<file path="src/tsc_pkg.sv">
// ----------------------------------------------------------------------------
// tsc_pkg
// shared types, constants and calendar helpers for the timestep stamper
// ----------------------------------------------------------------------------
package tsc_pkg;

    localparam int YEAR_W  = 12;
    localparam int MONTH_W = 4;
    localparam int DAY_W   = 5;
    localparam int HOUR_W  = 5;
    localparam int STEP_W  = 14;
    localparam int REM_W   = 15;
    localparam int IDX_W   = 2;
    localparam int CFG_W   = 14;

    localparam logic [IDX_W-1:0] REG_START_YEAR  = 2'd0;
    localparam logic [IDX_W-1:0] REG_START_MONTH = 2'd1;
    localparam logic [IDX_W-1:0] REG_START_DAY   = 2'd2;
    localparam logic [IDX_W-1:0] REG_HOURS_STEP  = 2'd3;

    localparam logic [YEAR_W-1:0]  RST_YEAR  = 12'd2000;
    localparam logic [MONTH_W-1:0] RST_MONTH = 4'd1;
    localparam logic [DAY_W-1:0]   RST_DAY   = 5'd1;
    localparam logic [STEP_W-1:0]  RST_STEP  = 14'd24;

    localparam logic [STEP_W-1:0]  YEARLY_HOURS  = 14'd8760;
    localparam logic [STEP_W-1:0]  MONTHLY_HOURS = 14'd744;
    localparam logic [REM_W-1:0]   DAY_HOURS     = 15'd24;
    localparam logic [MONTH_W-1:0] LAST_MONTH    = 4'd12;
    localparam logic [5:0]         MIN_MONTH_LEN = 6'd28;

    typedef struct packed {
        logic [YEAR_W-1:0]  year;
        logic [MONTH_W-1:0] month;
        logic [DAY_W-1:0]   day;
    } date_t;

    typedef enum logic [1:0] {
        CAL_HOLD,
        CAL_DAY,
        CAL_MONTH,
        CAL_YEAR
    } cal_op_t;

    // multiples of 100 and 400 in the 12-bit year range
    function automatic logic is_leap(input logic [YEAR_W-1:0] year);
        logic cent;
        logic quad;
        cent = 1'b0;
        quad = 1'b0;
        for (int k = 0; k <= 40; k++)
        begin
            if (year == YEAR_W'(k * 100))
                cent = 1'b1;
        end
        for (int k = 0; k <= 10; k++)
        begin
            if (year == YEAR_W'(k * 400))
                quad = 1'b1;
        end
        return (year[1:0] == 2'b00) && !(cent && !quad);
    endfunction

    function automatic logic [DAY_W-1:0] month_len(input logic [MONTH_W-1:0] month,
                                                   input logic leap);
        logic [DAY_W-1:0] len;
        case (month)
            4'd1, 4'd3, 4'd5, 4'd7, 4'd8, 4'd10, 4'd12: len = 5'd31;
            4'd4, 4'd6, 4'd9, 4'd11:                    len = 5'd30;
            4'd2:                                       len = leap ? 5'd29 : 5'd28;
            default:                                    len = 5'd31;
        endcase
        return len;
    endfunction

endpackage

</file>
<file path="src/tsc_cal_unit.sv">
// ----------------------------------------------------------------------------
// tsc_cal_unit
// shared calendar carry unit: one day, month or year increment per use
// ----------------------------------------------------------------------------
module tsc_cal_unit
    import tsc_pkg::*;
(
    input  date_t   cur,
    input  cal_op_t op,
    output date_t   nxt
);

    logic [5:0]         day_inc;
    logic [DAY_W-1:0]   mlen;
    logic [MONTH_W-1:0] month_inc;
    logic               month_wrap;
    logic [YEAR_W-1:0]  year_inc;

    always_comb
    begin
        day_inc    = {1'b0, cur.day} + 6'd1;
        mlen       = month_len(cur.month, is_leap(cur.year));
        month_inc  = cur.month + 4'd1;
        month_wrap = (month_inc > LAST_MONTH) || (month_inc == 4'd0);
        year_inc   = cur.year + 12'd1;
        nxt        = cur;
        case (op)
            CAL_YEAR:
            begin
                nxt.year = year_inc;
            end
            CAL_MONTH:
            begin
                if (month_wrap)
                begin
                    nxt.month = 4'd1;
                    nxt.year  = year_inc;
                end
                else
                begin
                    nxt.month = month_inc;
                end
            end
            CAL_DAY:
            begin
                if ((day_inc > MIN_MONTH_LEN) && (day_inc > {1'b0, mlen}))
                begin
                    nxt.day = 5'd1;
                    if (month_wrap)
                    begin
                        nxt.month = 4'd1;
                        nxt.year  = year_inc;
                    end
                    else
                    begin
                        nxt.month = month_inc;
                    end
                end
                else
                begin
                    nxt.day = day_inc[DAY_W-1:0];
                end
            end
            default:
            begin
                nxt = cur;
            end
        endcase
    end

endmodule

</file>
<file path="src/timestep_calendar_stamper.sv">
// ----------------------------------------------------------------------------
// timestep_calendar_stamper
// emits one calendar stamp per request beat and advances the date
// ----------------------------------------------------------------------------
// usage:
//   input channel in_valid/in_stall carries first_step; output channel
//   out_valid/out_stall carries stamp_year/month/day/hour, one beat per input.
//   cfg_we/cfg_index/cfg_data write start_year (0), start_month (1),
//   start_day (2) and hours_per_step (3); write only while idle.
//   the stamp is registered and appears on the output in the cycle after the input beat.
//   the date then advances through a single shared day/month/year carry
//   unit: yearly (8760) and monthly (744) steps move the year or the month on
//   once, any other step advances floor((hour + hours_per_step) / 24) days,
//   one day per cycle.
//   in_stall is high while advancing and while a stamp waits on the output;
//   the next beat is taken once both are done.
//   a stalled output beat holds its value until taken.
//   reset loads 2000-01-01 hour 0 and a 24 hour step.
// ----------------------------------------------------------------------------
module timestep_calendar_stamper
    import tsc_pkg::*;
(
    input  logic               clk,
    input  logic               rst_n,
    input  logic               cfg_we,
    input  logic [IDX_W-1:0]   cfg_index,
    input  logic [CFG_W-1:0]   cfg_data,
    input  logic               in_valid,
    output logic               in_stall,
    input  logic               first_step,
    output logic               out_valid,
    input  logic               out_stall,
    output logic [YEAR_W-1:0]  stamp_year,
    output logic [MONTH_W-1:0] stamp_month,
    output logic [DAY_W-1:0]   stamp_day,
    output logic [HOUR_W-1:0]  stamp_hour
);

    typedef enum logic {
        ST_IDLE,
        ST_ADV
    } state_t;

    state_t             state_reg;
    logic [YEAR_W-1:0]  start_year_reg;
    logic [MONTH_W-1:0] start_month_reg;
    logic [DAY_W-1:0]   start_day_reg;
    logic [STEP_W-1:0]  step_reg;
    date_t              date_reg;
    logic [HOUR_W-1:0]  hour_reg;
    logic [REM_W-1:0]   rem_reg;
    logic               out_valid_reg;
    logic [YEAR_W-1:0]  stamp_year_reg;
    logic [MONTH_W-1:0] stamp_month_reg;
    logic [DAY_W-1:0]   stamp_day_reg;
    logic [HOUR_W-1:0]  stamp_hour_reg;

    logic               in_take;
    logic               out_take;
    logic               yearly;
    logic               monthly;
    date_t              eff_date;
    logic [HOUR_W-1:0]  eff_hour;
    cal_op_t            cal_op;
    date_t              cal_next;

    assign in_stall = (state_reg != ST_IDLE) || out_valid_reg;
    assign in_take  = in_valid && !in_stall;
    assign out_take = out_valid_reg && !out_stall;
    assign yearly   = (step_reg == YEARLY_HOURS);
    assign monthly  = (step_reg == MONTHLY_HOURS);

    assign out_valid   = out_valid_reg;
    assign stamp_year  = stamp_year_reg;
    assign stamp_month = stamp_month_reg;
    assign stamp_day   = stamp_day_reg;
    assign stamp_hour  = stamp_hour_reg;

    always_comb
    begin
        if (first_step)
        begin
            eff_date.year  = start_year_reg;
            eff_date.month = start_month_reg;
            eff_date.day   = start_day_reg;
            eff_hour       = '0;
        end
        else
        begin
            eff_date = date_reg;
            eff_hour = hour_reg;
        end
    end

    always_comb
    begin
        cal_op = CAL_HOLD;
        if (state_reg == ST_ADV)
        begin
            if (yearly)
                cal_op = CAL_YEAR;
            else if (monthly)
                cal_op = CAL_MONTH;
            else if (rem_reg >= DAY_HOURS)
                cal_op = CAL_DAY;
        end
    end

    tsc_cal_unit u_cal (
        .cur (date_reg),
        .op  (cal_op),
        .nxt (cal_next)
    );

    always_ff @(posedge clk or negedge rst_n)
    begin
        if (!rst_n)
        begin
            start_year_reg  <= RST_YEAR;
            start_month_reg <= RST_MONTH;
            start_day_reg   <= RST_DAY;
            step_reg        <= RST_STEP;
        end
        else if (cfg_we)
        begin
            case (cfg_index)
                REG_START_YEAR:  start_year_reg  <= cfg_data[YEAR_W-1:0];
                REG_START_MONTH: start_month_reg <= cfg_data[MONTH_W-1:0];
                REG_START_DAY:   start_day_reg   <= cfg_data[DAY_W-1:0];
                REG_HOURS_STEP:  step_reg        <= cfg_data[STEP_W-1:0];
                default:         step_reg        <= step_reg;
            endcase
        end
    end

    always_ff @(posedge clk or negedge rst_n)
    begin
        if (!rst_n)
        begin
            state_reg       <= ST_IDLE;
            date_reg.year   <= RST_YEAR;
            date_reg.month  <= RST_MONTH;
            date_reg.day    <= RST_DAY;
            hour_reg        <= '0;
            rem_reg         <= '0;
            out_valid_reg   <= 1'b0;
            stamp_year_reg  <= '0;
            stamp_month_reg <= '0;
            stamp_day_reg   <= '0;
            stamp_hour_reg  <= '0;
        end
        else
        begin
            if (out_take)
                out_valid_reg <= 1'b0;
            case (state_reg)
                ST_IDLE:
                begin
                    if (in_take)
                    begin
                        date_reg       <= eff_date;
                        hour_reg       <= eff_hour;
                        rem_reg        <= REM_W'(eff_hour) + REM_W'(step_reg);
                        out_valid_reg  <= 1'b1;
                        state_reg      <= ST_ADV;
                        stamp_year_reg <= eff_date.year;
                        if (yearly)
                        begin
                            stamp_month_reg <= 4'd1;
                            stamp_day_reg   <= 5'd1;
                            stamp_hour_reg  <= '0;
                        end
                        else if (monthly)
                        begin
                            stamp_month_reg <= eff_date.month;
                            stamp_day_reg   <= 5'd1;
                            stamp_hour_reg  <= '0;
                        end
                        else
                        begin
                            stamp_month_reg <= eff_date.month;
                            stamp_day_reg   <= eff_date.day;
                            stamp_hour_reg  <= eff_hour;
                        end
                    end
                end
                ST_ADV:
                begin
                    date_reg <= cal_next;
                    if (yearly || monthly)
                    begin
                        state_reg <= ST_IDLE;
                    end
                    else if (rem_reg >= DAY_HOURS)
                    begin
                        rem_reg <= rem_reg - DAY_HOURS;
                    end
                    else
                    begin
                        hour_reg  <= rem_reg[HOUR_W-1:0];
                        state_reg <= ST_IDLE;
                    end
                end
                default:
                begin
                    state_reg <= ST_IDLE;
                end
            endcase
        end
    end

endmodule

</file>
<file path="config.mk">
export PLATFORM = sky130hd
export DESIGN_NAME = timestep_calendar_stamper
export DESIGN_NICKNAME = d
export VERILOG_FILES = /design/src/tsc_pkg.sv /design/src/tsc_cal_unit.sv /design/src/timestep_calendar_stamper.sv
export SDC_FILE = /design/constraint.sdc
export NUM_CORES = 1
export LEC_CHECK = 0
export BUFFER_PORTS_ARGS = -buffer_cell sky130_fd_sc_hd__buf_2
export CAP_MARGIN = 20
export CORE_MARGIN = 1
export CORE_UTILIZATION = 37
export CTS_BUF_LIST = sky130_fd_sc_hd__clkbuf_16
export CTS_CLUSTER_SIZE = 14
export DETAILED_ROUTE_END_ITERATION = 6
export GPL_TIMING_DRIVEN = 0
export PLACE_DENSITY = 0.51
export SLEW_MARGIN = 20
export SYNTH_ARGS = -nofsm -noshare
export SYNTH_HDL_FRONTEND = slang
export SYNTH_SLANG_ARGS = --single-unit
</file>
<file path="constraint.sdc">
create_clock -name clk -period 7 [get_ports clk]
set_input_delay 0.7 -clock clk [delete_from_list [all_inputs] [get_ports clk]]
set_output_delay 0.7 -clock clk [all_outputs]
set_load 0.02 [all_outputs]
</file>
Yosys cells after proc, flatten, opt, wreduce, memory -nomap -nowiden. Cells that the tools add are included.

Bitwise logic cells: 1. Reduce and logical (&&, ||, !) cells: 27. Mux-type cells: 88. Equality and inequality tests: 61. Add/subtract/negate cells: 5. $lt $le $gt $ge: 4.

Operators by type and width (count): $eq 12x12->1 const B (20); $eq 12x11->1 const B (10); $eq 12x10->1 const B (5); $mux 1 (59); $mux 5 (10); $mux 15 (3); $mux 21 (2); $pmux 21 s2 (1); $eq 12x9->1 const B (3); $pmux 12 s3 (1); $pmux 15 s2 (1); $pmux 5 s2 (2); $mux 16 (1); $add 5x14->15 (1); $ge 15x5->1 const B (1); $sub 15x5->15 const B (1); $eq 14x10->1 const B (1); $eq 14x14->1 const B (1); $add 12x1->12 const B (1); $eq 12x7->1 const B (1); $eq 12x8->1 const B (1); $logic_not 12->1 (1); $mux 12 (1); $reduce_and 2->1 (6); other kinds (27) (52).

Input bits: 22. Flip-flop bits (word level): 104. Output and inout port bits: 28. Logic and storage cells: 201.

Longest topological paths before layout.
Word-level depth: 52. Depth in mapped cells: 18. Gate-level depth less buffers: 17.

Hierarchy. A second synthesis with hierarchy kept.

Cells, all modules: 768. Area total of the unflattened synthesis: 7144.4 sq um.

Modules (own cells, without submodules): timestep_calendar_stamper (area each 5357.6 sq um, cells each 498, instances 1, sequential area each 2625.0 sq um); tsc_cal_unit (area each 1786.7 sq um, cells each 270, instances 1, sequential area each 0.0 sq um).

Worst setup path after synthesis. Ideal clock, no wire load.

Kind: register to register. Start point: register date_reg[15] in the netlist's numbering. End point: register date_reg[14] in the netlist's numbering. Stages on the path, launching flop included: 15. Path buffers: 0. Slack: 3.375 ns. Setup time: 0.069 ns. Clock period less this slack: 3.625 ns. Data required time: 6.931 ns. Arrival: 3.556 ns. Cell sequence: dfstp_2 > or4b_2 > o21ai_0 > and3_1 > a311oi_1 > a2111oi_0 > o22ai_1 > ha_1 > a21oi_1 > o211ai_1 > o21ai_0 > nand3_2 > a31o_4 > or4b_1 > nand3_1.

Longest elaborated chain between the ends: 51. Elaborated cells on any way between the ends: 102. Classes of those cells: order compare: 1; eq/ne: 41; mux: 53; reduce/logical: 7.

RTL lines: start, declared (RTL line timestep_calendar_stamper.sv:49) `date_t date_reg;`; start signal, assigned (RTL line timestep_calendar_stamper.sv:161) `date_reg <= eff_date;`; start signal, assigned (RTL line timestep_calendar_stamper.sv:189) `date_reg <= cal_next;`; $logic_not 12->1 (RTL line tsc_pkg.sv:53, tsc_pkg.sv:58); $mux 1 (RTL line tsc_pkg.sv:53, tsc_pkg.sv:58); $mux 1 (40 in series) (RTL line tsc_pkg.sv:53) `if (year == YEAR_W'(k * 100))`; $logic_and 1x1->1 * (RTL line tsc_pkg.sv:61) `return (year[1:0] == 2'b00) && !(cent && !quad);`; $logic_not 1->1 * (RTL line tsc_pkg.sv:61); $logic_and 1x1->1 * (RTL line tsc_pkg.sv:61); $mux 1 * (RTL line tsc_pkg.sv:70) `4'd2: len = leap ? 5'd29 : 5'd28;`; $pmux 5 s2 * (RTL line tsc_pkg.sv:67) `case (month)`; $gt 6x5->1 * (RTL line tsc_cal_unit.sv:46) `if ((day_inc > MIN_MONTH_LEN) && (day_inc > {1'b0, mlen}))`; $logic_and 1x1->1 * (RTL line tsc_cal_unit.sv:46); $ne 3x2->1 (no line) *; $reduce_and 3->1 (no line) *.

Mark *: on every way between the ends. The rest lies on a longest branch, timed or not. A chain may end at the register's enable or synchronous reset.

Worst setup path after layout.
Start point: register date_reg[15] in the netlist's numbering. End point: register date_reg[15] in the netlist's numbering.

Longest elaborated chain between the ends: 51. Elaborated cells on any way between the ends: 109. Classes of those cells: add/sub: 1; order compare: 1; eq/ne: 41; mux: 59; reduce/logical: 7.

RTL lines (RTL line): $logic_not 12->1 (tsc_pkg.sv:53, tsc_pkg.sv:58); $mux 1 (tsc_pkg.sv:53, tsc_pkg.sv:58); $mux 1 (40 in series) (tsc_pkg.sv:53); $logic_and 1x1->1 (tsc_pkg.sv:61); $logic_not 1->1 (tsc_pkg.sv:61); $logic_and 1x1->1 (tsc_pkg.sv:61); $mux 1 (tsc_pkg.sv:70); $pmux 5 s2 (tsc_pkg.sv:67); $gt 6x5->1 (tsc_cal_unit.sv:46); $logic_and 1x1->1 (tsc_cal_unit.sv:46); $ne 3x2->1 (no line); $reduce_and 3->1 (no line).

Parallel ways exist; a longest one is shown, timed or not. The select of a mux whose other input is x is not followed.

==> results.py <==
metrics = {
    "logic_synthesis": {
        "syn-cell-area_sq_um": 6640,
        "synth.most_common_cell": "dfrtp_1",
        "yosys.area.top_type": "dfrtp_1",
        "synth_cell_types": 83,
        "ys.warnings.count": 0,
        "synth_xor_area_share_pct": 2.09,
        "synth_area_leaders": "dfrtp_1, dfstp_2, mux2_2, nand2_1, ha_1",
        "syn_area_per_cell_sq_um": 9.23,
        "synthArstFlopShare_pct": 100,
        "syn_nets": 761,
        "ys_seq_area_share_pct": 39.5,
        "synth_top_family_by_area": "simple AND/OR/NAND/NOR gates",
        "synth-simple-area-share_pct": 22.1,
        "ys_ff_latch": 104,
        "yosys-top-cells-count": "dfrtp_1, nand2_1, nor2_1",
        "synth_top_area_share_pct": 32.4,
        "syn_inst": 719,
        "synth_fa_ha_area_share_pct": 3.88,
        "ys.flop_type": "dfrtp_1",
        "synth_edf_count": 0,
        "synth_mux_area_share_pct": 9.10,
        "synth_compound_area_share_pct": 19.0,
    },
    "timing": {
        "fin_crit_ps": 4860,
        "tightest_slew_ps": 887,
        "slew_headroom_pct": 40.9,
        "fmax_mhz": 206,
        "post-route-period-util_pct": 69.4,
        "hold_viol": 0,
        "rsz0062_at_grt": "false",
        "finClkSkew_ps": 11.2,
        "hold_ws_ps": 225,
        "finalSetupTns_ps": 0,
        "drv_slew": 0,
        "setup_viol": 0,
    },
    "detailed_routing": {
        "vias_per_cell": 5.89,
        "drcViolationCount": 0,
        "ant_nets": 0,
        "routed_wl_um": 20600,
        "first_pass_iters": 5,
        "vias": 5943,
        "post_drt_wl_per_cell_um": 20.5,
        "drtIter0Drc": 457,
    },
    "clock_network": {
        "clk_pin_slew_ps": 70,
        "htree_levels": 3,
        "worstSkewPairLatency_ps": 370,
        "cts_resized": 0,
        "cts_buffers": 9,
        "post-cts-setup-buffers": 0,
        "cts.sinks": 104,
        "tritoncts": "yes",
        "clock-root-buffer": "clkbuf_16",
        "cts_hold_buf": 0,
        "clockBufferDepth": 2,
    },
    "layout": {
        "area_delta_synth_final_pct": 12.5,
        "fin_nets": 821,
        "largest_reg_flops": 21,
        "diodes": 0,
        "drive_above_1_share_pct": 17.9,
    },
    "critical_path": {
        "ff2ff_path_depth": 15,
        "worstPathRequired_ps": 7290,
        "r2r_end": "date_reg[15]$_DFFE_PN1P_",
        "cp_data_arrival_time_ps": 5160,
        "critPathKind": "flip-flop to flip-flop",
        "r2r_slack_ps": 2140,
        "crit-reg2reg-launch": "date_reg[15]$_DFFE_PN1P_",
        "startpoint_type": "flip-flop",
        "critPathMaxFanout": 10,
        "endpoint_kind": "flip-flop",
    },
    "die": {
        "placementRows": 48,
        "die-area_sq_um": 18500,
        "num_io_pins": 50,
        "initial_utilization_pct": 38.1,
        "die_h_um": 136,
        "core_sq_um": 17400,
        "die_w_um": 136,
    },
    "placed_design": {
        "routabilityCongestion": 0.908,
        "port_buffers": 48,
        "place.detailed.hpwl_um": 15400,
    },
    "grt": {
        "grt_max_degree": 70,
        "track_usage_pct": 23.2,
        "antenna_found_initial": 0,
        "grt_pass1_vias": 5486,
        "grt_pass1_wl_um": 31900,
        "overflow": 0,
    },
    "pwr": {
        "power.total_mw": 2.64,
        "power.leakage_nw": 3.17,
        "irDropWorstVdd_v": 0.000194,
        "power_density_nw_per_um2": 354,
    },
    "run_status": {
        "run_status": "completed",
    },
    "flow_run": {
        "drv_cap": 0,
    },
    "worst_hold_path": {
        "min_path_type": "primary input to asynchronous set/reset pin",
    },
}
-- cell usage in the layout, fill, tap and decap left out, types with 10 or more instances in the layout --
cell type,n
a21oi_1,41
a31oi_1,11
and3_1,10
buf_2,50
clkbuf_1,36
dfrtp_1,86
dfstp_2,18
ha_1,19
inv_1,23
mux2_2,35
mux2i_1,21
nand2_1,68
nand2b_1,18
nand3_1,21
nor2_1,59
nor2b_1,10
nor3_1,12
o21ai_0,32
o31ai_1,18
-- worst max-delay path, cell delays in order, from the launching register on --
cell and delay [ps]:
dfstp_2 570, clkbuf_1 360, clkbuf_1 510, nand4b_1 180, o21ai_0 110, nand4b_1 110
a2111oi_0 510, o22ai_1 230, ha_1 320, a21oi_1 130, o211ai_1 130, o21ai_0 250
nand3_2 170, a31oi_1 490, nand2_1 320, a221o_1 410
-- stage by stage --
step                      instance area (sq um)  setup WS (ps)  instances  util [%]
after global routing                       7470           1930       1009      42.9
after detailed placement                   7190           2240        993      41.3
final                                      7470           2140       1009      42.9
after CTS                                  7470           2220       1009      42.9
after global placement                     7160           2270        992      41.1
after floorplan                            6640           3370        719         -
-- final cells by class --
| class | count | area (sq um) |
|---|---|---|
| plain buffers | 50 | 203 |
| inverters | 22 | 82.6 |
| well taps | 225 | 282 |
| fillers | 1738 | 9950 |
| multi-input cells | 543 | 3730 |
| clock inverters | 7 | 48.8 |
| clock buffers | 9 | 225 |
| repair buffers | 49 | 274 |
| flip-flops and latches | 104 | 2630 |
-- power breakdown --
group,total [mW],switching [mW],internal [mW]
clock,0.484,0.242,0.241
sequential,1.01,0.200,0.815
combinational,1.14,0.671,0.472
-- layer usage --
metal | GRT usage, % | part of all wire, % | wire length (um)
met2 | 35.3 | 45 | 9210
met4 | 6.30 | 1.4 | 294
met5 | 0 | 0 | 0
met1 | 33.4 | 49 | 10000
met3 | 4.51 | 5.4 | 1120
-- cells by family after synthesis --
logic type / after synthesis
and+or+nand+nor: 269
AOI/OAI and AO/OA: 183
DFF: 104
buffers and inverters: 72
muxes: 56
adders and majority gates: 20
xor gates and xnor gates: 15
-- worst max-delay path by stage --
stage                                        start                  endpoint  slack (ps)  depth (start not counted)
after floorplan           date_reg[15]$_DFFE_PN1P_  date_reg[14]$_DFFE_PN0P_        3370                         14
after global placement    date_reg[15]$_DFFE_PN1P_  date_reg[15]$_DFFE_PN1P_        2270                         15
after detailed placement  date_reg[15]$_DFFE_PN1P_  date_reg[15]$_DFFE_PN1P_        2240                         15
after CTS                 date_reg[15]$_DFFE_PN1P_  date_reg[15]$_DFFE_PN1P_        2220                         15
after global routing      date_reg[15]$_DFFE_PN1P_  date_reg[15]$_DFFE_PN1P_        1930                         15
final                     date_reg[15]$_DFFE_PN1P_  date_reg[15]$_DFFE_PN1P_        2140                         15
No activity file was read; power rests on OpenSTA's default activity.
